`src/text_console_writer_defines.svh`:
```
// Assertion macros for the text console writer.
// TCW_ASSERT checks outside reset; TCW_ASSERT_RST also checks through reset.
`ifndef TEXT_CONSOLE_WRITER_DEFINES_SVH
`define TEXT_CONSOLE_WRITER_DEFINES_SVH

`ifndef NO_ASSERTIONS
`define TCW_ASSERT(lbl, prop, msg) \
    lbl: assert property (@(posedge i_clk) disable iff (!i_rst_n) prop) else $error(msg);
`define TCW_ASSERT_RST(lbl, prop, msg) \
    lbl: assert property (@(posedge i_clk) prop) else $error(msg);
`else
`define TCW_ASSERT(lbl, prop, msg)
`define TCW_ASSERT_RST(lbl, prop, msg)
`endif

`endif

```
`src/tcw_pkg.sv`:
```
package tcw_pkg;

    localparam int CODE_W   = 8;
    localparam int ATTR_W   = 8;
    localparam int CELL_W   = 16;
    localparam int INDEX_W  = 11;
    localparam int CURSOR_W = 11;

    localparam int DEF_COLUMNS     = 80;
    localparam int DEF_ROWS        = 25;
    localparam int DEF_QUEUE_DEPTH = 2;

    localparam logic [CODE_W-1:0] CODE_NEWLINE   = 8'd10;
    localparam logic [CODE_W-1:0] CODE_RETURN    = 8'd13;
    localparam logic [CODE_W-1:0] CODE_BACKSPACE = 8'd8;
    localparam logic [CODE_W-1:0] CODE_SPACE     = 8'd32;
    localparam logic [ATTR_W-1:0] RESET_ATTR     = 8'h0A;

    localparam logic KIND_PRINT = 1'b0;
    localparam logic KIND_READ  = 1'b1;

    typedef logic [2:0] t_op;
    localparam t_op OP_WRITE     = 3'd0;
    localparam t_op OP_NEWLINE   = 3'd1;
    localparam t_op OP_RETURN    = 3'd2;
    localparam t_op OP_BACKSPACE = 3'd3;
    localparam t_op OP_READ      = 3'd4;
    localparam t_op OP_READ_NULL = 3'd5;

    typedef struct packed {
        logic               kind;
        logic [CODE_W-1:0]  char_code;
        logic [INDEX_W-1:0] cell_index;
    } t_in_item;

    typedef struct packed {
        logic [CURSOR_W-1:0] cursor_pos;
        logic [CELL_W-1:0]   cell_value;
    } t_out_item;

    typedef struct packed {
        t_op                op;
        logic [CODE_W-1:0]  char_code;
        logic [INDEX_W-1:0] cell_index;
    } t_cmd;

endpackage

```
`src/tcw_queue.sv`:
```
module tcw_queue import tcw_pkg::*; #(
    parameter int DEPTH = DEF_QUEUE_DEPTH
) (
    input  logic i_clk,
    input  logic i_rst_n,
    input  logic i_push,
    input  t_cmd i_cmd,
    input  logic i_pop,
    output t_cmd o_head,
    output logic o_empty,
    output logic o_full
);

    localparam int PTR_W = (DEPTH > 1) ? $clog2(DEPTH) : 1;
    localparam int CNT_W = $clog2(DEPTH + 1);

    t_cmd             r_slot [DEPTH];
    logic [PTR_W-1:0] r_wr_ptr;
    logic [PTR_W-1:0] r_rd_ptr;
    logic [CNT_W-1:0] r_count;
    logic [CNT_W-1:0] n_count;
    logic             do_push;
    logic             do_pop;

    assign o_empty = (r_count == '0);
    assign o_full  = (r_count == CNT_W'(DEPTH));
    assign o_head  = r_slot[r_rd_ptr];
    assign do_push = i_push && !o_full;
    assign do_pop  = i_pop && !o_empty;

    always_comb begin
        n_count = r_count;
        if (do_push && !do_pop) begin
            n_count = r_count + 1'b1;
        end else if (do_pop && !do_push) begin
            n_count = r_count - 1'b1;
        end
    end

    always_ff @(posedge i_clk) begin
        if (!i_rst_n) begin
            r_wr_ptr <= '0;
            r_rd_ptr <= '0;
            r_count  <= '0;
        end else begin
            r_count <= n_count;
            if (do_push) begin
                r_wr_ptr <= (r_wr_ptr == PTR_W'(DEPTH - 1)) ? '0 : r_wr_ptr + 1'b1;
            end
            if (do_pop) begin
                r_rd_ptr <= (r_rd_ptr == PTR_W'(DEPTH - 1)) ? '0 : r_rd_ptr + 1'b1;
            end
        end
        if (do_push) begin
            r_slot[r_wr_ptr] <= i_cmd;
        end
    end

endmodule

```
`config.mk`:
```
export PLATFORM = sky130hd
export DESIGN_NAME = tcw_queue
export DESIGN_NICKNAME = d
export VERILOG_FILES = /design/src/text_console_writer_defines.svh /design/src/tcw_pkg.sv /design/src/tcw_queue.sv
export SDC_FILE = /design/constraint.sdc
export NUM_CORES = 1
export LEC_CHECK = 0
export BUFFER_PORTS_ARGS = -buffer_cell sky130_fd_sc_hd__buf_4
export CAP_MARGIN = 20
export CELL_PAD_IN_SITES_DETAIL_PLACEMENT = 1
export CELL_PAD_IN_SITES_GLOBAL_PLACEMENT = 1
export CORE_UTILIZATION = 42
export DETAILED_ROUTE_END_ITERATION = 10
export PLACE_DENSITY = 0.79
export SLEW_MARGIN = 15
export SYNTH_ARGS = -nofsm -noshare
export SYNTH_HDL_FRONTEND = slang
export SYNTH_SLANG_ARGS = --single-unit
```
`constraint.sdc`:
```
create_clock -name i_clk -period 2.2 [get_ports i_clk]
set_input_delay 0.22 -clock i_clk [delete_from_list [all_inputs] [get_ports i_clk]]
set_output_delay 0.22 -clock i_clk [all_outputs]
set_load 0.01 [all_outputs]
```
# After elaboration in Yosys (flattened, before gate mapping)
# Memories as Yosys holds them, arrays and structs flattened. A register that Yosys moved wholly into a read port is not among the register bits.
# Index checks and enable logic that the tools add are counted.
totals:
  regBits: 4
  latchBits: 0
  ram_bits: 44
  romBits: 0
  input_bits: 26
  output_inout_bits: 24
  elab_cells: 27
  n_memories: 1
classes:
  add_sub_neg: 4
  mul: 0
  n_div: 0
  order_cmp: 0
  n_eq_ne: 1
  shifts: 0
  mux: 8
  bitwise_logic: 0
  reduce_logical: 10
memory_table:
  columns: ["name", "depth", "width", "read_ports", "rd_clocked_by_memory_dff", "wr", "line", "rtl"]
  rows:
  - ["r_slot", 2, 22, 1, 1, 1, "tcw_queue.sv:17", "t_cmd r_slot [DEPTH];"]
ops:
  columns: ["cell", "n"]
  rows:
  - ["$mux W1", 6]
  - ["$logic_and A1 B1 Y1", 4]
  - ["$logic_not A1 Y1", 4]
  - ["$mux W2", 2]
  - ["$add A1 B1 Y1 const B", 2]
  - ["$add A2 B1 Y2 const B", 1]
  - ["$eq A2 B2 Y1 const B", 1]
  - ["$logic_not A2 Y1", 1]
  - ["$reduce_bool A2 Y1", 1]
  - ["$sub A2 B1 Y2 const B", 1]

# Longest topological paths before layout
depth:
  depth_word: 7
  ltp_mapped: 7
  mapped_depth_nobuf: 7

# Least setup slack after synthesis
# Ideal clock, no wire load.
synth_path:
  path_type: "reg-to-reg"
  from: "register r_count[0]"
  to: "memory r_slot[0][0] (netlist bit), enable pin"
  setup_time_ns: 0.399
  arrival_ns: 1.519
  required_time_ns: 1.801
  setup_slack_ns: 0.282
  path_stages_with_launch: 4
  n_path_buf: 0
  synth_period_minus_slack_ns: 1.918
  cell_sequence: "dfxtp_1 -> nand2b_1 -> inv_2 -> nor3_2"
synth_between:
  elab_chain_cells: 5
synth_lines:
  columns: ["element", "line", "rtl"]
  rows:
  - ["start: declaration", "tcw_queue.sv:20", "logic [CNT_W-1:0] r_count;"]
  - ["start signal: assignment", "tcw_queue.sv:46", "r_count <= n_count;"]
  - ["$eq A2 B2 Y1", "tcw_queue.sv:26", "assign o_full = (r_count == CNT_W'(DEPTH));"]
  - ["via o_full", "tcw_queue.sv:11", "output logic o_full"]
  - ["$logic_not A1 Y1", "tcw_queue.sv:28", "assign do_push = i_push && !o_full;"]
  - ["$logic_and A1 B1 Y1", "tcw_queue.sv:28", null]
  - ["$mux W1", "tcw_queue.sv:54", "if (do_push) begin"]
  - ["$mux W1 (implied by the code)", "tcw_queue.sv:55", "r_slot[r_wr_ptr] <= i_cmd;"]
  - ["end: declaration", "tcw_queue.sv:17", null]
# The timed path passes the listed nets, and every way through them passes these cells.

# Worst setup path in the final report
layout_path:
  from: "register r_count[0]"
  to: "register r_count[1]"
layout_between:
  elab_chain_cells: 6
layout_lines:
  columns: ["element", "line", "rtl"]
  rows:
  - ["$eq A2 B2 Y1 *", "tcw_queue.sv:26", null]
  - ["$logic_not A1 Y1 *", "tcw_queue.sv:28", null]
  - ["$logic_and A1 B1 Y1 *", "tcw_queue.sv:28", null]
  - ["via do_push", "tcw_queue.sv:22", "logic do_push;"]
  - ["$logic_not A1 Y1", "tcw_queue.sv:35", "end else if (do_pop && !do_push) begin"]
  - ["$logic_and A1 B1 Y1", "tcw_queue.sv:35", null]
  - ["$reduce_bool A2 Y1 (no source line)", null, null]
# The timed path passes the listed nets; every way through them passes the cells marked *. The select of a mux whose other input is x is not followed.
# A chain may end at the register's enable or synchronous reset.

==> metrics.md <==
| Metric | Value |
|---|---|
| DR WL/cell | `16.9 µm` |
| Post-Syn Area | `approximately 0.0018 mm²` |
| Leakage | `about 0.93 nW` |
| Die area | `roughly 0.0046 mm²` |
| Cts hold-fix bufs | `0` |
| Fmax | `0.583 GHz` |
| Synth top area share | `around 73%` |
| Global-route wire length before repair | `between 5000 and 6000 µm` |
| CP max FO | `5` |
| Reg-to-Reg Start | `r_count[0]` |
| Rows | `23` |
| Post-CTS sizing | `0` |
| DRT Pass-1 Iters | `4` |
| Clock root buffer | `clkbuf_8` |
| Gpl congestion | `0.642` |
| CP Cell Sequence | `nand2b_1 > inv_2 > nor2_1 > ha_1 > or3_1 > a21boi_1` |
| Worst Path Required | `about 2.4 ns` |
| Die span in y | `67.7 µm` |
| Crit path buf inv count | `1` |
| Status | `finished clean` |
| Routed vias | `between 900 and 1000` |
| TritonCTS Buffers | `5` |
| Share of layout cells above drive strength 1 | `56.5%` |
| Filler instances | `approximately 380` |
| WP data arrival | `between 1.5 and 2 ns` |
| Starting Density | `about 44%` |
| Startpoint types | `register` |
| Antenna viol nets, final | `0` |
| Crit end category | `register` |
| Final setup TNS | `0 ns` |
| CP top delay family | `simple AND/OR/NAND/NOR gates` |
| Max_cap viols | `0` |
| DRC | `0` |
| Synth cell count leaders | `44 x edfxtp_1, 22 x mux2_2, 5 x dfxtp_1, 3 x and2_1` |
| Clk slew on worst S/H paths | `around 0.090 ns` |
| Most used DFF post-synth | `edfxtp_1` |
| Hold crit path type | `in2reg` |
| Clock Latency Late Sink | `about 0.3 ns` |
| Synthesized flop and latch total | `between 40 and 50` |
| Seq/Total Area, Yosys | `around four fifths` |
| Area leader, netlist | `edfxtp_1` |
| Final period utilization | `just under 80%` |
| Setup Skew | `0.00774 ns` |
| Largest net degree at the start of global routing | `16` |
| Nets@finish | `180` |
| Distinct cell type count after synthesis | `20` |
| Total Power | `2.81 mW` |
| I/O pins | `50` |
| Slew HR | `between 80% and 90%` |
| H-tree Lvls | `2` |
| Hold path startpoint | `i_cmd[9]` |
| Initial drt markers | `55` |
| Vias in the first global route | `1081` |
| Cell Pwr Density | `between 1000 and 1500 mW/mm²` |
| Clk buf depth | `2` |
| Hold slack | `~0.096 ns` |
| Critical path's slowest cell | `dfxtp_1` |
| Setup bufs post-CTS | `0` |
| Most common cell in the netlist | `edfxtp_1` |
| Endpoints failing setup | `0` |
| Hpwl dp | `between 2000 and 2500 µm` |
| Final hold vios | `0` |
| Width of the chip | `approximately 68 µm` |
| Pre-CTS setup slack | `~0.54 ns` |
| Mapped Nets | `between 100 and 150` |
| Total clock sinks | `49` |
| # port buffers | `49` |
| Top cells by area, synth | `edfxtp_1 73%, mux2_2 14%, dfxtp_1 5.5%` |
| Final Max Tran Viols | `0` |
| Max stage delay on crit path | `0.44 ns` |
| Worst IR drop on VDD | `626 µV` |
| Via density | `4.87` |
| Worst-Margin Slew | `about 0.24 ns` |
| Minimum clock period after layout | `1.72 ns` |
| Cells after synthesis | `slightly above 90` |
| Critical path launch point | `r_count[0]` |
| RSZ-0062 raised after global routing | `false` |
| Total grt overflow | `0` |
| CTS tree | `yes` |
| P&R area growth vs syn | `33.4%` |
| Final worst setup slack | `0.484 ns` |
| # diodes | `0` |
| Routed WL | `~3500 µm` |
| Initial antenna violation count | `0` |
| FFs w/ async S/R, synth | `0%` |
| Core region area | `between 0.004 and 0.005 mm²` |
| Setup CP Type | `reg2reg` |
| Total GRT Usage | `roughly 17%` |
| Number of synthesized flops with an enable pin | `44` |
| Yosys warning total | `0` |
| Syn avg cell area | `slightly below 20 µm²` |
[routing by layer]
metal | up-vias | global-route usage, % | share of wire (%)
met1 | 479 | 18.0 | 39
met4 | 0 | 8.78 | 1.5
met5 | - | 0 | 0
met3 | 7 | 4.90 | 5.6
li1 | 471 | - | -
met2 | 36 | 29.5 | 54
[report_power, final]
part	leakage, nW	internal [mW]	switching [mW]
Combinational	0.410	0.448	0.387
Clock	0.0681	0.451	0.290
Sequential	0.452	1.17	0.0560
[layout by cell type (no fill, tap or decap), drive strengths merged]
cell type,count
o21a,1
bufinv,2
nand2b,1
inv,2
and3,1
edfxtp,44
xnor2,2
buf,55
clkbuf,5
nor2,2
dfxtp,5
nor3,1
ha,1
or3,1
clkinv,1
o21ai,2
a21boi,2
and2,3
xor2,1
mux2,22
[sequential cells by signal, indices dropped and copies added (netlist names), named ones only]
signal    cells
r_rd_ptr      1
r_slot       44
r_wr_ptr      1
r_count       2
[area by class of cell]
| type | instances | area, µm² | area share (%) |
|---|---|---|---|
| clock inverter | 3 | 65.1 | 2.69 |
| clock buffer | 5 | 68.8 | 2.85 |
| inverter | 2 | 7.51 | 0.310 |
| multi-input combinational | 40 | 380 | 15.7 |
| tap | 50 | 62.6 | 2.59 |
| sequential | 49 | 1420 | 58.8 |
| timing repair buffer | 55 | 413 | 17.1 |
[cells by family (layout without fill, tap and decap cells)]
group	count (synthesis)	count (layout)	share of synthesized area [%]
multiplexers	22	22	13.7
AND/OR/NAND/NOR	9	9	3.04
adder cells (fa/ha/maj)	1	1	0.690
AO/OA/AOI/OAI	5	5	1.79
XOR/XNOR	3	3	1.45
flip-flops	49	49	78.4
buffers and inverters	4	65	0.966
[through the flow]
step	util [%]	cell area (µm²)	cells
after floorplan	-	1810	93
after global placement	55.9	2280	196
after detailed placement	55.9	2280	196
after CTS	59.2	2420	204
after global routing	59.2	2420	204
final	59.2	2420	204
[path summary, 6_finish.rpt]
path	end	slack, ns	cells past startpoint
setup / recovery	r_count[1]	0.48	6
hold / removal	r_slot[0][9]	0.1	1
setup reg to reg	r_count[1]	0.48	6
hold reg to reg	r_count[1]	0.58	2
Power figures use the tool's default switching activity.
