[src/text_console_writer_defines.svh]
// Assertion macros for the text console writer.
// TCW_ASSERT checks outside reset; TCW_ASSERT_RST also checks through reset.
`ifndef TEXT_CONSOLE_WRITER_DEFINES_SVH
`define TEXT_CONSOLE_WRITER_DEFINES_SVH

`ifndef NO_ASSERTIONS
`define TCW_ASSERT(lbl, prop, msg) \
    lbl: assert property (@(posedge i_clk) disable iff (!i_rst_n) prop) else $error(msg);
`define TCW_ASSERT_RST(lbl, prop, msg) \
    lbl: assert property (@(posedge i_clk) prop) else $error(msg);
`else
`define TCW_ASSERT(lbl, prop, msg)
`define TCW_ASSERT_RST(lbl, prop, msg)
`endif

`endif

[src/tcw_pkg.sv]
package tcw_pkg;

    localparam int CODE_W   = 8;
    localparam int ATTR_W   = 8;
    localparam int CELL_W   = 16;
    localparam int INDEX_W  = 11;
    localparam int CURSOR_W = 11;

    localparam int DEF_COLUMNS     = 80;
    localparam int DEF_ROWS        = 25;
    localparam int DEF_QUEUE_DEPTH = 2;

    localparam logic [CODE_W-1:0] CODE_NEWLINE   = 8'd10;
    localparam logic [CODE_W-1:0] CODE_RETURN    = 8'd13;
    localparam logic [CODE_W-1:0] CODE_BACKSPACE = 8'd8;
    localparam logic [CODE_W-1:0] CODE_SPACE     = 8'd32;
    localparam logic [ATTR_W-1:0] RESET_ATTR     = 8'h0A;

    localparam logic KIND_PRINT = 1'b0;
    localparam logic KIND_READ  = 1'b1;

    typedef logic [2:0] t_op;
    localparam t_op OP_WRITE     = 3'd0;
    localparam t_op OP_NEWLINE   = 3'd1;
    localparam t_op OP_RETURN    = 3'd2;
    localparam t_op OP_BACKSPACE = 3'd3;
    localparam t_op OP_READ      = 3'd4;
    localparam t_op OP_READ_NULL = 3'd5;

    typedef struct packed {
        logic               kind;
        logic [CODE_W-1:0]  char_code;
        logic [INDEX_W-1:0] cell_index;
    } t_in_item;

    typedef struct packed {
        logic [CURSOR_W-1:0] cursor_pos;
        logic [CELL_W-1:0]   cell_value;
    } t_out_item;

    typedef struct packed {
        t_op                op;
        logic [CODE_W-1:0]  char_code;
        logic [INDEX_W-1:0] cell_index;
    } t_cmd;

endpackage

[src/tcw_front.sv]
module tcw_front import tcw_pkg::*; #(
    parameter int COLUMNS = DEF_COLUMNS,
    parameter int ROWS    = DEF_ROWS
) (
    input  logic     i_clk,
    input  logic     i_rst_n,
    input  logic     i_in_valid,
    output logic     o_in_stall,
    input  t_in_item i_in_item,
    input  logic     i_clearing,
    input  logic     i_q_full,
    output logic     o_push,
    output t_cmd     o_cmd
);

    localparam int CELLS = COLUMNS * ROWS;

    logic r_valid;
    logic n_valid;
    t_cmd r_cmd;
    t_cmd n_cmd;
    logic accept;

    assign o_in_stall = i_clearing || (r_valid && i_q_full);
    assign accept     = i_in_valid && !o_in_stall;
    assign o_push     = r_valid && !i_q_full;
    assign o_cmd      = r_cmd;

    // Classify the item into one back-end operation.
    always_comb begin
        n_cmd.char_code  = i_in_item.char_code;
        n_cmd.cell_index = i_in_item.cell_index;
        if (i_in_item.kind == KIND_READ) begin
            n_cmd.op = (32'(i_in_item.cell_index) < 32'(CELLS)) ? OP_READ : OP_READ_NULL;
        end else begin
            case (i_in_item.char_code)
                CODE_NEWLINE:   n_cmd.op = OP_NEWLINE;
                CODE_RETURN:    n_cmd.op = OP_RETURN;
                CODE_BACKSPACE: n_cmd.op = OP_BACKSPACE;
                default:        n_cmd.op = OP_WRITE;
            endcase
        end
    end

    always_comb begin
        if (accept) begin
            n_valid = 1'b1;
        end else if (o_push) begin
            n_valid = 1'b0;
        end else begin
            n_valid = r_valid;
        end
    end

    always_ff @(posedge i_clk) begin
        if (!i_rst_n) begin
            r_valid <= 1'b0;
        end else begin
            r_valid <= n_valid;
        end
        if (accept) begin
            r_cmd <= n_cmd;
        end
    end

endmodule

[config.mk]
export PLATFORM = sky130hd
export DESIGN_NAME = tcw_front
export DESIGN_NICKNAME = d
export VERILOG_FILES = /design/src/text_console_writer_defines.svh /design/src/tcw_pkg.sv /design/src/tcw_front.sv
export SDC_FILE = /design/constraint.sdc
export NUM_CORES = 1
export LEC_CHECK = 0
export ABC_CLOCK_PERIOD_IN_PS = 3570
export BUFFER_PORTS_ARGS = -buffer_cell sky130_fd_sc_hd__buf_2
export CORE_MARGIN = 4
export CORE_UTILIZATION = 37
export DETAILED_ROUTE_END_ITERATION = 8
export PLACE_DENSITY_LB_ADDON = 0.1
export SYNTH_ARGS = -nofsm -noshare
export SYNTH_HDL_FRONTEND = slang
export SYNTH_SLANG_ARGS = --single-unit
[constraint.sdc]
create_clock -name i_clk -period 3.57 [get_ports i_clk]
set_input_delay 0.1785 -clock i_clk [delete_from_list [all_inputs] [get_ports i_clk]]
set_output_delay 0.1785 -clock i_clk [all_outputs]
set_load 0.005 [all_outputs]
; Yosys cells after proc, flatten, opt, wreduce, memory -nomap -nowiden
; Index checks and enable logic that the tools add are counted.
[op_classes]
eq_ne = 3
reduce_logical = 7
n_lt_le_gt_ge = 1
muxes = 5
[ops]
columns = op, count
row1 = $eq 8x4->1 const B, 3
row2 = $lt 11x11->1 const B, 1
row3 = $pmux 2 s3, 1
row4 = $logic_and 1x1->1, 3
row5 = $mux 1, 3
row6 = $mux 3, 1
row7 = $logic_not 1->1, 2
row8 = $reduce_bool 2->1, 1
row9 = $logic_or 1x1->1, 1
[totals]
wordCells = 20
reg_bits = 23

; Depth between registers and ports, before layout
; Gate-level depths: netlist of run 1.
[depth]
word_depth = 5
ltp_mapped = 3
mapped_depth_nobuf = 3

; Worst setup path before layout of run 1
; OpenSTA, ideal clock, no wires.
[synth_path]
path_type = input-to-reg
start = input port i_clearing
end = register r_cmd (netlist bit o_cmd[0]), enable pin
t_arrival_ns = 1.431
setup_time_ns = 0.408
required_time_ns = 3.162
setup_slack_ns = 1.730
stages = 2
cell_sequence = nand2b_1 > a21oi_1
[synth_via]
elab_chain_cells = 3
[synth_lines]
columns = item, line
row1 = "start, declared", tcw_front.sv:10  ; input logic i_clearing,
row2 = $logic_or 1x1->1, tcw_front.sv:24  ; assign o_in_stall = i_clearing || (r_valid && i_q_full);
row3 = $logic_not 1->1, tcw_front.sv:25  ; assign accept = i_in_valid && !o_in_stall;
row4 = $logic_and 1x1->1, tcw_front.sv:25
row5 = net accept, tcw_front.sv:22  ; logic accept;
row6 = "end signal, assigned", tcw_front.sv:62  ; r_cmd <= n_cmd;
row7 = "end, declared", tcw_front.sv:20  ; t_cmd r_cmd;
; The timed path passes the listed nets, and every way through them passes these cells.
; A chain may end at the register's enable or synchronous reset.

; Worst setup path in the final report of run 1
[layout_path]
start = register r_valid
end = register r_cmd (netlist bit o_cmd[7]), enable pin
[layout_via]
elab_chain_cells = 4
[layout_lines]
columns = item, line
row1 = "start, declared", tcw_front.sv:18  ; logic r_valid;
row2 = "start signal, assigned", tcw_front.sv:59  ; r_valid <= n_valid;
row3 = $logic_and 1x1->1, tcw_front.sv:24
row4 = $logic_or 1x1->1, tcw_front.sv:24
row5 = $logic_not 1->1, tcw_front.sv:25
row6 = $logic_and 1x1->1, tcw_front.sv:25
row7 = net accept, tcw_front.sv:22
; The timed path passes the listed nets, and every way through them passes these cells.

==> results of run 1 <==
==> metrics by stage <==
stage / hold WS [ps] / cells / power (mW) / instance area (um2)
floorplan: 277.4 / 36 / 0.3277 / 779.5
detailed placement: 357.8 / 111 / 0.3568 / 1057
global route: 35.61 / 115 / 0.4797 / 1084
global placement: 356.9 / 111 / 0.3562 / 1057
CTS: 43.90 / 115 / 0.4665 / 1084
finish: 55.52 / 115 / 0.4607 / 1084
==> cells by family after synthesis <==
logic type / count (synthesis)
xor+xnor: 1
simple gates: 8
compound gates: 4
flops: 23
==> power by group through the flow <==
stage	clock network, mW	logic, mW	registers [mW]
floorplan	0	0.00766	0.320
global placement	0	0.0382	0.318
detailed placement	0	0.0386	0.318
CTS	0.116	0.0388	0.312
global route	0.124	0.0429	0.313
finish	0.111	0.0379	0.312
==> layout make-up <==
type | count | area share
sequential | 23 | 0.6282
timing repair buffer | 48 | 0.2217
multi-input combinational | 13 | 0.09469
tap | 27 | 0.03118
clock buffer | 4 | 0.02425
==> Yosys cell counts <==
library cell,instances,share of area
nor4_2,1,0.016
dfxtp_1,1,0.026
o31ai_2,1,0.016
edfxtp_1,22,0.85
nor2b_1,1,0.0080
xor2_1,1,0.011
a21boi_0,1,0.0096
nor3_1,1,0.0064
a21oi_1,1,0.0064
nand2_1,1,0.0048
nand2b_1,2,0.016
nand3b_1,1,0.0096
o2111ai_1,1,0.011
and4_1,1,0.011
==> worst paths after layout <==
path,end,slack [ps]
setup / recovery,o_cmd[7]$_DFFE_PP_,2000
setup reg to reg,o_cmd[7]$_DFFE_PP_,2000
hold / removal,o_cmd[1]$_DFFE_PP_,60
hold reg to reg,r_valid$_SDFFE_PN0P_,520
==> flip-flops by register name, indices dropped and copies added, names as in the netlist <==
name,flops
o_cmd,22
r_valid,1
==> routing by layer <==
metal,wire length (um),global-route usage,part of all wire,up-vias
li1,-,-,-,251
met1,530,0.1207,0.39,212
met2,668,0.1593,0.49,27
met3,169,0.03047,0.12,0
met4,0,0.03830,0,0
met5,0,0,0,-
==> flow_summary_export.csv, run 1 <==
group,metric,value,unit
job,cap_violations,0,
pwr,swShare,0.1938,
yosys,ys_seq_area_frac,0.8732,
yosys,synth-adder-area-share,0,
setup_path,reg2regPathDepth,1,
floorplan,die_w,53.90,um
routing,vias_per_cell,4.261,
clock_tree,cts_sinks,23,
sta,finalClockSkew,3.319,ps
sta,rsz0062_at_grt,"no",
setup_path,critPathMaxFanout,22,
outcome,status,"finished clean",
setup_path,cp.depth,1,
yosys,avgSynthCellArea,21.65,um2
setup_path,cp_cell_sequence,"a21oi_2",
setup_path,crit_buf_inv,0,
floorplan,start_util,0.3933,
routing,drt_iter0_drc,5,
pwr,p_sw,0.08928,mW
cells_and_area,seq_area,680.7,um2
routing,vias,490,
setup_path,critPathKind,"flip-flop to flip-flop",
pwr,clkPwrFrac,0.241,
setup_path,cp_data_required_time,3490,ps
global_routing,overflow,0,
yosys,synth_fp_nets,61,
yosys,synthMuxAreaShare,0,
yosys,synth_xor_area_frac,0.01124,
pwr,p_int,0.3715,mW
clock_tree,post_cts_buffers,0,
sta,tns,0,ps
sta,setup_viol,0,
sta,hold_viol,0,
sta,worst_pin_slew,1094,ps
setup_path,critPathTopFamily,"compound AO/OA/AOI/OAI gates",
global_routing,grtUsageTotal,0.09794,
yosys,yosysWarnings,0,
cells_and_area,fillers,178,
sta,timing.final.crit_share,0.4397,
floorplan,io-pin-count,49,
yosys,synth-simple-area-share,0.07223,
place,place_congestion,0.6955,
clock_tree,clockBufferDepth,2,
clock_tree,ctsHoldBuffers,0,
cells_and_area,fin_util,0.5467,
setup_path,reg2reg_from,"r_valid$_SDFFE_PN0P_",
sta,max_freq,637.1,MHz
cells_and_area,final_common_cell,"buf_2",
hold_path,hold_class,"input port to flip-flop",
pwr,power-per-cell-area,425.2,nW/um2
clock_tree,clock_latency,290,ps
cells_and_area,diodes,0,
clock_tree,clk_pin_slew,110,ps
cells_and_area,mostFrequentLayoutCells,"48 x buf_2, 22 x edfxtp_1, 3 x clkbuf_4",
clock_tree,cts_buffers,3,
clock_tree,cts_root_buffer,"clkbuf_4",
sta,slew_headroom,0.2706,
pwr,pwr-share-seq,0.677,
setup_path,startpoint,"r_valid$_SDFFE_PN0P_",
floorplan,num_rows,16,
cells_and_area,area_growth,39.00,%
yosys,synthDistinctLibCells,14,
yosys,synth-compound-area-share,0.04334,
pwr,comb_power_share,0.082,
floorplan,die_y,53.90,um
place,io_buffers,48,
routing,routedWlPerCell,11.90,um
setup_path,worstPathArrival,1490,ps
sta,fin_crit,1570,ps
setup_path,crit_path_start_kind,"flip-flop",
setup_path,slowest_stage,"a21oi_2",
global_routing,grt_pass1_wl,1945,um
routing,routed_wl,1369,um
clock_tree,cts_resized,0,
yosys,synthCells,36,
global_routing,antenna_found_initial,0,
setup_path,slowest_delay,860,ps
clock_tree,cts_tree,"yes",
hold_path,worstHoldPathCells,1,
sta,drv_slew,0,
cells_and_area,layout-drive-gt1-share,0.6136,
routing,drcViolationCount,0,
floorplan,coreArea,1982,um2
setup_path,endpoint_kind,"flip-flop",
place,dpl_worst_slack,1906,ps
yosys,synth_top_family_by_area,"simple AND/OR/NAND/NOR gates",
cells_and_area,multi_input_area,102.6,um2
routing,drtAntennaViolNets,0,
pwr,vdd_drop_max,0.1913,mV
sta,layout_setup_ws,2000,ps
routing,dr.pass1.iters,3,
clock_tree,cts-htree-levels,1,
pwr,p_leak,0.4449,nW
yosys,synth_seq_cells,23,
global_routing,grt_max_degree,23,
hold_path,worstHoldStart,"i_in_item[1]",
floorplan,die_area,2905,um2
yosys,netlist_area,779.5,um2
cells_and_area,nNetsFinal,114,
global_routing,grt_pass1_vias,446,
Power figures use the tool's default switching activity.
==> run 2: changes to the inputs <==
--- a/config.mk
+++ b/config.mk
@@ -5,7 +5,8 @@
 export SDC_FILE = /design/constraint.sdc
 export NUM_CORES = 1
 export LEC_CHECK = 0
-export ABC_CLOCK_PERIOD_IN_PS = 3570
+export ABC_AREA = 1
+export ABC_CLOCK_PERIOD_IN_PS = 1500
 export BUFFER_PORTS_ARGS = -buffer_cell sky130_fd_sc_hd__buf_2
 export CORE_MARGIN = 4
 export CORE_UTILIZATION = 37
==> constraint.sdc (replaced) <==
create_clock -name i_clk -period 1.5 [get_ports i_clk]
set_input_delay 0.075 -clock i_clk [delete_from_list [all_inputs] [get_ports i_clk]]
set_output_delay 0.075 -clock i_clk [all_outputs]
set_load 0.005 [all_outputs]
==> flow_summary_export.csv, run 2 <==
group,metric,value,unit
outcome,status,"finished clean",
cells_and_area,mostFrequentLayoutCells,"48 x buf_2, 22 x edfxtp_1, 21 x dlygate4sd3_1",
sta,tns,0,ps
pwr,p_leak,0.6065,nW
setup_path,cp_cell_sequence,"nand2_1 -> nand2_1 -> nor2_2 -> buf_12",
floorplan,num_rows,16,
place,place_congestion,0.6591,
routing,vias_per_cell,4.196,
floorplan,die_area,3040,um2
yosys,synthDistinctLibCells,10,
setup_path,slowest_stage,"dfxtp_1",
setup_path,critPathMaxFanout,22,
yosys,synth-async-reset-ratio,0,
clock_tree,cts_buffers,3,
cells_and_area,fillers,171,
sta,slew_headroom,0.8945,
routing,routed_wl,1756,um
job,cap_violations,0,
yosys,yosysWarnings,0,
global_routing,grt_max_degree,23,
setup_path,reg2regPathDepth,4,
cells_and_area,area_growth,64.84,%
sta,fin_crit,1078,ps
yosys,synth_top_area_share,0.8037,
routing,vias,663,
sta,finalClockSkew,4.347,ps
yosys,synth_fp_nets,82,
clock_tree,cts_sinks,23,
setup_path,crit_top_cell,"nand2_1",
clock_tree,post_cts_buffers,0,
yosys,synth.largest_area_cell,"edfxtp_1",
floorplan,start_util,0.4026,
cells_and_area,diodes,0,
yosys,netlist_area,822.0,um2
sta,drv_slew,0,
hold_path,worstHoldPathCells,4,
sta,finalHoldWorstSlack,68.64,ps
sta,setup_viol,0,
setup_path,slowest_delay,330,ps
routing,routedWlPerCell,11.11,um
cells_and_area,final_common_cell,"buf_2",
cells_and_area,layout-drive-gt1-share,0.4198,
pwr,power-per-cell-area,853.4,nW/um2
floorplan,io-pin-count,49,
cells_and_area,nNetsFinal,157,
hold_path,worstHoldStart,"i_clearing",
global_routing,grtUsageTotal,0.1209,
place,io_buffers,48,
global_routing,antenna_found_initial,0,
cells_and_area,fin_area,1355,um2
sta,rsz0062_at_grt,"no",
setup_path,cp_data_required_time,1510,ps
yosys,synthFlopType,"edfxtp_1",
clock_tree,cts_root_buffer,"clkbuf_4",
clock_tree,ctsHoldBuffers,20,
setup_path,reg2reg_from,"r_valid$_SDFFE_PN0P_",
floorplan,die_w,55.14,um
clock_tree,cts_resized,0,
sta,max_freq,928.0,MHz
pwr,vdd_drop_max,0.5492,mV
global_routing,grt_pass1_wl,2504,um
routing,drtAntennaViolNets,0,
hold_path,hold_class,"input port to flip-flop",
hold_path,whs_endpoint,"r_valid$_SDFFE_PN0P_",
yosys,synth_seq_cells,23,
routing,dr.pass1.iters,4,
sta,hold_viol,0,
setup_path,reg2reg_slack,420,ps
cells_and_area,multi_input_area,113.9,um2
clock_tree,clk_pin_slew,110,ps
yosys,synthCells,57,
global_routing,grt_pass1_vias,607,
setup_path,endpoint_kind,"flip-flop",
setup_path,worstPathArrival,1090,ps
cells_and_area,largest_reg_flops,22,
place,dp_hpwl,1271,um
sta,timing.final.crit_share,0.7184,
yosys,avgSynthCellArea,14.42,um2
setup_path,crit_path_start_kind,"flip-flop",
floorplan,die_y,55.14,um
routing,drt_iter0_drc,8,
cells_and_area,seq_area,680.7,um2
pwr,finalPower,1.156,mW
clock_tree,clockBufferDepth,2,
place,place_area,1119,um2
yosys,synth_edf_count,22,
clock_tree,cts-htree-levels,1,
yosys,yosysMostFrequentCell,"edfxtp_1",
yosys,ys_top_cells_by_area,"edfxtp_1 80%, nand2_1 4.6%, nor2_1 4.6%",
yosys,synth_commonest_cells,"22 x edfxtp_1, 10 x nand2_1, 10 x nor2_1",
routing,drcViolationCount,0,
yosys,ys_seq_area_frac,0.8280,
setup_path,critPathKind,"flip-flop to flip-flop",
floorplan,coreArea,2042,um2
clock_tree,clock_latency,290,ps
sta,worst_pin_slew,156.5,ps
global_routing,overflow,0,
clock_tree,cts_tree,"yes",
setup_path,r2r_end,"o_cmd[4]$_DFFE_PP_",
[run 2: how the worst max path moves through the flow]
stage | start | end | slack, ps | depth (start not counted)
floorplan | r_valid$_SDFFE_PN0P_ | o_cmd[0]$_DFFE_PP_ | 80 | 3
global placement | r_valid$_SDFFE_PN0P_ | o_cmd[3]$_DFFE_PP_ | 480 | 4
detailed placement | r_valid$_SDFFE_PN0P_ | o_cmd[3]$_DFFE_PP_ | 430 | 4
CTS | r_valid$_SDFFE_PN0P_ | o_cmd[3]$_DFFE_PP_ | 410 | 4
global route | r_valid$_SDFFE_PN0P_ | o_cmd[9]$_DFFE_PP_ | 380 | 4
finish | r_valid$_SDFFE_PN0P_ | o_cmd[4]$_DFFE_PP_ | 420 | 4
[run 2: per-layer routing]
| layer | vias up | routed length (um) | GRT usage |
|---|---|---|---|
| li1 | 338 | - | - |
| met4 | 0 | 13 | 0.05668 |
| met1 | 296 | 656 | 0.1213 |
| met3 | 2 | 167 | 0.04021 |
| met2 | 27 | 918 | 0.2224 |
| met5 | - | 0 | 0 |
[run 2: logic make-up (layout without fill, tap and decap cells)]
| family | count (synthesis) | after routing | synth area share |
|---|---|---|---|
| compound gates | 2 | 2 | 0.01674 |
| buf+inv | 8 | 82 | 0.03653 |
| flops | 23 | 23 | 0.8280 |
| simple gates | 24 | 24 | 0.1187 |
[run 2: critical path: cells and delay by family (launching register included)]
kind | cells | cell delay, ps
AND/OR/NAND/NOR | 3 | 290
buffers and inverters | 1 | 180
flip-flops | 1 | 330
[run 2: layout make-up]
class | count | share of cell area
clock buffers | 4 | 0.01939
inverters | 8 | 0.02216
multi-input cells | 26 | 0.08403
flip-flops and latches | 23 | 0.5023
well taps | 27 | 0.02493
repair buffers | 70 | 0.3472
[run 2: through the flow]
stage / std cells / worst slack (ps) / utilization
finish: 158 / 422.4 / 0.6636
global route: 158 / 376.5 / 0.6636
CTS: 157 / 413.5 / 0.6587
detailed placement: 133 / 434.2 / 0.5478
global placement: 133 / 478.2 / 0.5478
floorplan: 57 / 79.29 / -
[run 2: power by group]
group	switching, mW	internal [mW]
registers	0.00645	0.735
logic	0.0621	0.0884
clock network	0.161	0.103
